## config.mk

```make
export PLATFORM = sky130hd
export DESIGN_NAME = tgct_ctrl
export DESIGN_NICKNAME = d
export VERILOG_FILES = /design/src/rtl/tgct_pkg.sv /design/src/rtl/tgct_ctrl.sv
export SDC_FILE = /design/constraint.sdc
export NUM_CORES = 1
export LEC_CHECK = 0
export BUFFER_PORTS_ARGS = -buffer_cell sky130_fd_sc_hd__buf_4
export CAP_MARGIN = 40
export CORE_MARGIN = 1
export CORE_UTILIZATION = 25
export CTS_BUF_LIST = sky130_fd_sc_hd__clkbuf_8
export CTS_CLUSTER_SIZE = 28
export DETAILED_ROUTE_END_ITERATION = 10
export PLACE_DENSITY = 0.61
export SLEW_MARGIN = 25
export SYNTH_ARGS = -nofsm -noshare
export SYNTH_HDL_FRONTEND = slang
export SYNTH_SLANG_ARGS = --single-unit
```

## constraint.sdc

```tcl
create_clock -name clk -period 2.2 [get_ports clk]
set_clock_uncertainty 0.2 [all_clocks]
set_input_delay 0.22 -clock clk [delete_from_list [all_inputs] [get_ports clk]]
set_output_delay 0.22 -clock clk [all_outputs]
set_load 0.01 [all_outputs]
```

## src/rtl/tgct_pkg.sv

```systemverilog
// ----------------------------------------------------------------------------
// tgct_pkg
// Shared types, codes and corner helper for the tile grid contour tracer.
// ----------------------------------------------------------------------------
`default_nettype none

package tgct_pkg;

	localparam int COORD_W  = 7;
	localparam int EPOCH_W  = 8;
	localparam int CFG_IDX_W = 1;

	typedef logic [COORD_W-1:0] coord_t;
	typedef logic [1:0]         dir_t;

	localparam dir_t DIR_LEFT  = 2'd0;
	localparam dir_t DIR_UP    = 2'd1;
	localparam dir_t DIR_RIGHT = 2'd2;
	localparam dir_t DIR_DOWN  = 2'd3;

	localparam logic [CFG_IDX_W-1:0] REG_GRID_WIDTH  = 1'd0;
	localparam logic [CFG_IDX_W-1:0] REG_GRID_HEIGHT = 1'd1;

	localparam logic MODE_LOAD  = 1'b0;
	localparam logic MODE_FETCH = 1'b1;

	typedef enum logic [2:0] {
		PH_SCAN = 3'b001,
		PH_WALK = 3'b010,
		PH_DONE = 3'b100
	} phase_t;

	typedef struct packed {
		coord_t y;
		coord_t x;
	} vertex_t;

	typedef struct packed {
		logic    valid;
		vertex_t v;
		logic    last;
		logic    done;
	} result_t;

	// controller -> datapath
	typedef struct packed {
		logic load;
		logic res_done;
		logic scan_step;
		logic scan_finish;
		logic tile_start;
		logic side_rd;
		logic side_hit;
		logic side_next;
		logic walk_begin;
		logic walk_step;
		logic walk_mode;
		logic emit;
	} cmd_t;

	// datapath -> controller
	typedef struct packed {
		phase_t phase;
		logic   clearing;
		logic   scan_end;
		logic   tile_fresh;
		logic   boundary_clear;
		logic   nbr_clear;
		logic   dir_last;
		logic   iter_last;
		logic   out_free;
	} status_t;

	// corner pair of one side of tile (r,c); second selects b over a
	function automatic vertex_t side_corner(coord_t r, coord_t c, dir_t d, logic second);
		vertex_t a;
		vertex_t b;
		a = '0;
		b = '0;
		case (d)
			DIR_LEFT: begin
				a.x = c;      a.y = r + 7'd1;
				b.x = c;      b.y = r;
			end
			DIR_UP: begin
				a.x = c;      a.y = r;
				b.x = c + 7'd1; b.y = r;
			end
			DIR_RIGHT: begin
				a.x = c + 7'd1; a.y = r;
				b.x = c + 7'd1; b.y = r + 7'd1;
			end
			default: begin
				a.x = c + 7'd1; a.y = r + 7'd1;
				b.x = c;      b.y = r + 7'd1;
			end
		endcase
		return second ? b : a;
	endfunction

endpackage

`default_nettype wire

```

## src/rtl/tgct_ctrl.sv

```systemverilog
// ----------------------------------------------------------------------------
// tgct_ctrl
// Sequencer for loads, the raster scan and the boundary walk.
// ----------------------------------------------------------------------------
`default_nettype none

module tgct_ctrl (
	input  wire                 clk,
	input  wire                 arst_n,
	input  wire                 in_valid,
	input  wire                 in_mode,
	output logic                in_ready,
	input  tgct_pkg::status_t   st,
	output tgct_pkg::cmd_t      cmd
);

	typedef enum logic [5:0] {
		ST_IDLE     = 6'b000001,
		ST_SCAN_RD  = 6'b000010,
		ST_SCAN_CHK = 6'b000100,
		ST_SIDE_RD  = 6'b001000,
		ST_SIDE_CHK = 6'b010000,
		ST_EMIT     = 6'b100000
	} state_t;

	state_t state_q, state_d;
	logic   walk_q, walk_d;
	logic   accept;

	assign in_ready = (state_q == ST_IDLE) && !st.clearing;
	assign accept   = in_valid && in_ready;

	always_comb begin
		state_d = state_q;
		walk_d  = walk_q;
		cmd     = '0;
		cmd.walk_mode = walk_q;
		unique case (state_q)
			ST_IDLE: begin
				if (accept) begin
					if (in_mode == tgct_pkg::MODE_LOAD) begin
						cmd.load = 1'b1;
					end else begin
						case (st.phase)
							tgct_pkg::PH_SCAN: state_d = ST_SCAN_RD;
							tgct_pkg::PH_WALK: begin
								cmd.walk_begin = 1'b1;
								walk_d  = 1'b1;
								state_d = ST_SIDE_RD;
							end
							default: begin
								cmd.res_done = 1'b1;
								state_d = ST_EMIT;
							end
						endcase
					end
				end
			end
			ST_SCAN_RD: begin
				if (st.scan_end) begin
					cmd.scan_finish = 1'b1;
					state_d = ST_EMIT;
				end else begin
					cmd.scan_step = 1'b1;
					state_d = ST_SCAN_CHK;
				end
			end
			ST_SCAN_CHK: begin
				if (st.tile_fresh) begin
					cmd.tile_start = 1'b1;
					walk_d  = 1'b0;
					state_d = ST_SIDE_RD;
				end else begin
					state_d = ST_SCAN_RD;
				end
			end
			ST_SIDE_RD: begin
				if (st.boundary_clear) begin
					cmd.side_hit = 1'b1;
					state_d = ST_EMIT;
				end else begin
					cmd.side_rd = 1'b1;
					state_d = ST_SIDE_CHK;
				end
			end
			ST_SIDE_CHK: begin
				if (st.nbr_clear) begin
					cmd.side_hit = 1'b1;
					state_d = ST_EMIT;
				end else if (walk_q) begin
					cmd.walk_step = 1'b1;
					state_d = st.iter_last ? ST_EMIT : ST_SIDE_RD;
				end else if (st.dir_last) begin
					state_d = ST_SCAN_RD;
				end else begin
					cmd.side_next = 1'b1;
					state_d = ST_SIDE_RD;
				end
			end
			ST_EMIT: begin
				if (st.out_free) begin
					cmd.emit = 1'b1;
					state_d = ST_IDLE;
				end
			end
			default: state_d = ST_IDLE;
		endcase
	end

	always_ff @(posedge clk or negedge arst_n) begin
		if (!arst_n) begin
			state_q <= ST_IDLE;
			walk_q  <= 1'b0;
		end else begin
			state_q <= state_d;
			walk_q  <= walk_d;
		end
	end

endmodule

`default_nettype wire

```

==> summary.md, run 1 <==
| Metric | Value |
|---|---|
| Core Rows | 16 |
| H-tree Lvls | 1 |
| CP Launch Type | flip-flop |
| I/O Buffers | 27 |
| Vias per std cell | 4.82 |
| Die Span Y | 48.1 µm |
| Wire length per cell | 11.4 µm |
| Crit Path Max Fanout | 6 |
| Antenna violations before repair | 0 |
| Final hold vios | 0 |
| Distinct cells, synth | 26 |
| EDFF count, synth | 0 |
| Leakage power | 0.425 nW |
| Post-Synthesis Cells | 67 |
| Design area | 895 µm² |
| Setup total negative slack | 0 ns |
| Period Utilization, post-route | 0.969 |
| Total track usage | 0.149 |
| I/O pins | 28 |
| Clk sinks | 7 |
| Clock tree buffer depth | 2 |
| Post-route worst setup slack | 0.0679 ns |
| Syn Std Cell Area | 531 µm² |
| Area share of fa/ha/maj cells after synthesis | 0 |
| WP buf/inv | 1 |
| Max Cap Violations | 0 |
| Crit path max-delay cell type | dfrtp_2 |
| Largest net degree at the start of global routing | 8 |
| Antenna Nets Post-Route | 0 |
| Total wire length | 1.52 mm |
| Critical path class | flip-flop to primary output |
| Simple-Gate Fraction of Synth Area | 0.472 |
| Synth top area cells | dfrtp_1 28%, nor2_1 6.4%, dfstp_2 5.0% |
| Root Buffer | clkbuf_8 |
| Power per cell area | 842 nW/µm² |
| Top_reg_cell synth | dfrtp_1 |
| Hold Crit Class | input pin to flip-flop |
| Fill count | 198 |
| Slew headroom | 0.750 |
| Yosys reg bits | 7 |
| Worst slew pin tran | 0.370 ns |
| Post-synthesis mux area share | 0 |
| DR pass1 iterations | 4 |
| Endpoint class of the critical path | primary output |
| CTS tree | done |
| DR vias | 641 |
| Initial core utilization | 0.268 |
| YS warnings | 0 |
| Core area | 1980 µm² |
| Syn Nets | 82 |
| Seq/Total Area, Yosys | 0.333 |
| RSZ-0062 raised after global routing | yes |
| Main combinational cell family by area after synthesis | simple AND/OR/NAND/NOR gates |
| Die footprint | 2310 µm² |
| Hpwl dp | 1.23 mm |
| Place WS | 0.202 ns |
| Worst vdd ir | 291 µV |
| Cell taking the most area after synthesis | dfrtp_1 |
| Number of diodes | 0 |
| # setup viols final | 0 |
| Share of cells above drive strength 1 | 0.425 |
| Max stage delay on crit path | 0.44 ns |
| Data arrival time of the critical path | 1.71 ns |
| RePlAce Congestion | 0.856 |
| Async set-reset flop share out of synthesis | 1.00 |
| First-pass GRT wire length | 2.31 mm |
| Fin. max-slew vios | 0 |
| Xor/xnor share of the synthesized area | 0 |
| Worst-skew pair later-pin latency | 0.23 ns |
| Area after DPL | 767 µm² |
| Achievable Freq | 469 MHz |
| Status | finished clean |
| Cell breakdown of the critical path | nor4_4 > nand2_4 > or3_4 > nor3_2 > buf_4 |
| Total CTS buffers | 3 |
| DRT iter0 DRCs | 22 |
| Area Overhead vs Synth | 68.6% |
| GR Overflow Total | 0 |
| Vias in the first global route | 561 |
| Die W | 48.1 µm |
| Nets | 122 |
| DRC viols | 0 |
| Critical Path RT | 1.78 ns |
| CP delay by family, top | simple AND/OR/NAND/NOR gates |
| Min Tclk post-route | 2.13 ns |
| Top-area cell type share of the netlist area | 0.283 |
| Mapped Avg Cell Area | 7.92 µm² |
| Compound-Gate Fraction of Synth Area | 0.153 |
| Clock transition at path regs | 0.04 ns |
==> metal layers <==
metal / share of wire / track usage
met1: 0.42 / 0.179
met2: 0.51 / 0.249
met3: 0.062 / 0.0340
met4: 0.011 / 0.0722
met5: 0 / 0
==> area by class of cell <==
class                           count  area (µm²)  area share
Tap cell                           27        33.8      0.0378
Multi-Input combinational cell     55         344       0.385
Sequential cell                     7         179       0.200
Timing Repair Buffer               36         278       0.310
Clock buffer                        3        41.3      0.0462
Inverter                            4        15.0      0.0168
Clock inverter                      1        3.75     0.00420
==> cells in the final DEF (no fill, tap or decap), types with 2 or more instances in the layout <==
cell type,n
or3_1,2
nor3_1,2
a31oi_1,3
nor2_1,9
nand3_1,4
nand2b_1,4
o21ai_0,4
nor4_1,2
clkbuf_8,3
dfrtp_2,2
buf_4,33
nor2b_1,3
nand3b_1,3
dfrtp_1,4
dlygate4sd3_1,3
a21oi_1,2
inv_1,5
nand2_1,4
==> Yosys cell counts, types with 3 or more instances <==
| master | instances |
|---|---|
| nor2_1 | 9 |
| dfrtp_1 | 6 |
| inv_1 | 4 |
| nand2_1 | 4 |
| nand2b_1 | 4 |
| nand3_1 | 4 |
| nor2b_1 | 4 |
| o21ai_0 | 4 |
| a31oi_1 | 3 |
| nand3b_1 | 3 |
| nor3_1 | 3 |
| or3_1 | 3 |
==> kinds of logic (layout without fill, tap and decap cells) <==
family | count (synthesis) | count (layout)
AND/OR/NAND/NOR | 42 | 42
buffers and inverters | 5 | 44
flip-flops | 7 | 7
AO/OA/AOI/OAI | 13 | 13
==> final timing paths <==
path | start | end | slack [ns] | cells after the start
max in group asynchronous | arst_n | state_q[0] | 1.45 | 2
worst min register to register | walk_q | walk_q | 0.38 | 2
worst max register to register | state_q[3] | state_q[1] | 0.40 | 5
worst max-delay path | state_q[3] | cmd[3] | 0.07 | 5
worst min-delay path | st[10] | walk_q | 0.01 | 2
min in group asynchronous | arst_n | state_q[2] | 0.14 | 2
==> sequential cells by signal (all words and copies together), names as in the netlist <==
name,flops
walk_q,1
state_q,6
==> metrics by stage <==
stage | hold WS (ns) | cells | power, W | util
2_1_floorplan | -0.276 | 67 | 0.000403 | -
3_3_place_gp | -0.164 | 121 | 0.000500 | 0.387
3_5_place_dp | -0.162 | 121 | 0.000503 | 0.387
4_1_cts | 0.00825 | 132 | 0.000733 | 0.441
5_1_grt | 0.0213 | 133 | 0.000809 | 0.451
6_report | 0.0117 | 133 | 0.000753 | 0.451
==> power breakdown <==
group	internal (W)	switching, W	total (W)	leakage [nW]
combinational	0.000199	0.000175	0.000374	0.309
clock	0.000121	0.0000574	0.000178	0.0269
sequential	0.000166	0.0000354	0.000201	0.0884
==> timing repair <==
item	CTS	global route
pin swaps	2	2
gates resized for setup	1	4
hold buffers	3	0
buffers inserted	4	1
hold endpoints to repair	9	0
setup endpoints to repair	1	1
Power figures use the tool's default switching activity.
==> run 2: changes to the inputs <==
--- a/config.mk
+++ b/config.mk
@@ -8,11 +8,11 @@
 export BUFFER_PORTS_ARGS = -buffer_cell sky130_fd_sc_hd__buf_4
 export CAP_MARGIN = 40
 export CORE_MARGIN = 1
-export CORE_UTILIZATION = 25
+export CORE_UTILIZATION = 40
 export CTS_BUF_LIST = sky130_fd_sc_hd__clkbuf_8
 export CTS_CLUSTER_SIZE = 28
 export DETAILED_ROUTE_END_ITERATION = 10
-export PLACE_DENSITY = 0.61
+export PLACE_DENSITY = 0.83
 export SLEW_MARGIN = 25
 export SYNTH_ARGS = -nofsm -noshare
 export SYNTH_HDL_FRONTEND = slang
==> constraint.sdc (replaced) <==
create_clock -name clk -period 2.77 [get_ports clk]
set_clock_uncertainty 0.2 [all_clocks]
set_input_delay 0.1385 -clock clk [delete_from_list [all_inputs] [get_ports clk]]
set_output_delay 0.1385 -clock clk [all_outputs]
set_load 0.01 [all_outputs]
==> run 2 against run 1 <==
Net effect:
- worst hold slack improved by 0.015 ns
- sequential power shrank 19%
- final cell count down 14%
- register-to-register slack better by 0.59 ns
- clock-buffer cell count stayed put
- clock power decreased by 22%
- critical path depth unchanged
- total power decreased by 28%
- largest cell class unchanged
- largest power group unchanged
- highest routed layer is now met3
==> summary.md, run 2 (synthesis results as in run 1) <==
| Metric | Value |
|---|---|
| Status | finished clean |
| I/O Buffers | 27 (unchanged) |
| RSZ-0062 raised after global routing | no |
| Achievable Freq | 460 MHz |
| GR Overflow Total | 0 (unchanged) |
| Cts repair resizes | 0 (-1) |
| Worst-skew pair later-pin latency | 0.22 ns (about the same) |
| Antenna Nets Post-Route | 0 (unchanged) |
| Vias per std cell | 5.70 (+18%) |
| Flop-to-flop setup slack | 0.99 ns (+0.59 ns) |
| Place WS | 0.858 ns (+0.656 ns) |
| Critical path class | flip-flop to primary output |
| CTS tree | done |
| Die Span Y | 38.4 µm (-20%) |
| WP buf/inv | 1 (unchanged) |
| Largest net degree at the start of global routing | 9 (+1) |
| Fin. max-slew vios | 0 (unchanged) |
| Worst slew pin tran | 0.675 ns (+0.305 ns) |
| Reg with most FFs | state_q |
| Total Power | 0.000542 W (-28%) |
| Commonest non-fill, non-tap cell in the layout | buf_4 |
| Clock tree buffer depth | 2 (unchanged) |
| Largest register FFs | 6 (unchanged) |
| Share of cells above drive strength 1 | 0.337 (-0.0879) |
| Data arrival time of the critical path | 1.84 ns (+0.13 ns) |
| Final hold vios | 0 (unchanged) |
| Die W | 38.4 µm (-20%) |
| Endpoint class of the critical path | primary output |
| Setup total negative slack | 0 ns (unchanged) |
| Clk sinks | 7 (unchanged) |
| Post-route worst setup slack | 0.596 ns (+0.529 ns) |
| RePlAce Congestion | 0.864 (+0.95%) |
| Vias in the first global route | 557 (-0.71%) |
| Critical Path RT | 2.43 ns (+0.65 ns) |
| Design area | 828 µm² (-7.4%) |
| Min Tclk post-route | 2.17 ns |
| Crit Path Max Fanout | 8 (+2) |
| Slew headroom | 0.546 (-0.204) |
| Largest regs | state_q: 6 flops, walk_q: 1 flops |
| Area after DPL | 743 µm² (-3.1%) |
| CP delay by family, top | simple AND/OR/NAND/NOR gates |
| Nets | 117 (-4.1%) |
| Max Cap Violations | 0 (unchanged) |
| Area Overhead vs Synth | 56.1% |
| Period Utilization, post-route | 0.785 |
| Die footprint | 1480 µm² (-36%) |
| DRT iter0 DRCs | 29 (+32%) |
| First-pass GRT wire length | 2.35 mm (+1.8%) |
| DR pass1 iterations | 4 (unchanged) |
| I/O pins | 28 (unchanged) |
| H-tree Lvls | 1 (unchanged) |
| Wire length per cell | 13.3 µm (+16%) |
| Worst vdd ir | 609 µV (+110%) |
| Number of diodes | 0 (unchanged) |
| Total wire length | 1.53 mm (+0.46%) |
| Root Buffer | clkbuf_8 |
| Core area | 1170 µm² (-41%) |
| Hpwl dp | 1.14 mm (-7.1%) |
| Core Rows | 12 (-4) |
| Clock transition at path regs | 0.04 ns (about the same) |
| Total track usage | 0.229 (+0.0801) |
| Antenna violations before repair | 0 (unchanged) |
| Cell breakdown of the critical path | nor2b_1 > nand2_4 > or3_1 > nor3_1 > buf_4 |
| Power per cell area | 655 nW/µm² (-22%) |
| Initial core utilization | 0.453 (+0.185) |
| DR vias | 656 (+2.3%) |
| Leakage power | 0.399 nW (-6.1%) |
| CP Launch Type | flip-flop |
| Hold Crit Class | input pin to flip-flop |
| Commonest cells after routing, fill and taps aside | 27 x buf_4, 9 x nor2_1, 6 x dfrtp_1 |
| DRC viols | 0 (unchanged) |
| Max stage delay on crit path | 0.54 ns (+0.10 ns) |
| Total CTS buffers | 3 (unchanged) |
| # setup viols final | 0 (unchanged) |
| Crit path max-delay cell type | dfstp_2 |
-- run 2: repair_timing --
item,in CTS,in global routing
hold buffers,4,0
endpoints found under the hold margin,10,0
setup endpoints to repair,0,0
setup buffers,0,0
-- run 2: layout make-up --
cell class                      instances  area [µm²]
Fill cell                              92         343
Multi-Input combinational cell         55         332
Timing Repair Buffer                   31         243
Sequential cell                         7         176
Clock buffer                            3        41.3
Tap cell                               14        17.5
Inverter                                4        15.0
Clock inverter                          1        3.75
-- run 2: final timing paths --
check                      startpoint          to  cells past startpoint
hold / removal                  st[5]  state_q[1]                      3
setup / recovery           state_q[0]      cmd[3]                      5
hold reg to reg                walk_q      walk_q                      2
min in group asynchronous      arst_n  state_q[4]                      2
setup reg to reg           state_q[5]      walk_q                      4
max in group asynchronous      arst_n  state_q[0]                      2
-- run 2: stage by stage --
stage / utilization / hold WS (ns) / cells
floorplan: - / -0.357 / 67
global placement: 0.635 / -0.243 / 107
finish: 0.707 / 0.0263 / 115
CTS: 0.707 / 0.0217 / 115
global route: 0.707 / 0.0329 / 115
detailed placement: 0.635 / -0.240 / 107
-- run 2: worst register-to-register path, stage by stage (launching register included) --
cell	delay, ns
dfrtp_1	0.42
nor4_1	0.59
nand3_1	0.24
nand2_1	0.13
o41ai_1	0.07
-- run 2: power by group --
part / switching (W) / internal [W]
clock network: 0.0000435 / 0.0000957
logic: 0.000131 / 0.000111
registers: 0.0000306 / 0.000131
-- run 2: per-layer routing --
layer  GRT usage  vias to the layer above  part of all wire
met4      0.0776                        0                 0
li1            -                      315                 -
met1       0.293                      299              0.43
met3      0.0233                        0             0.066
met2       0.398                       42              0.50
met5           0                        -                 0
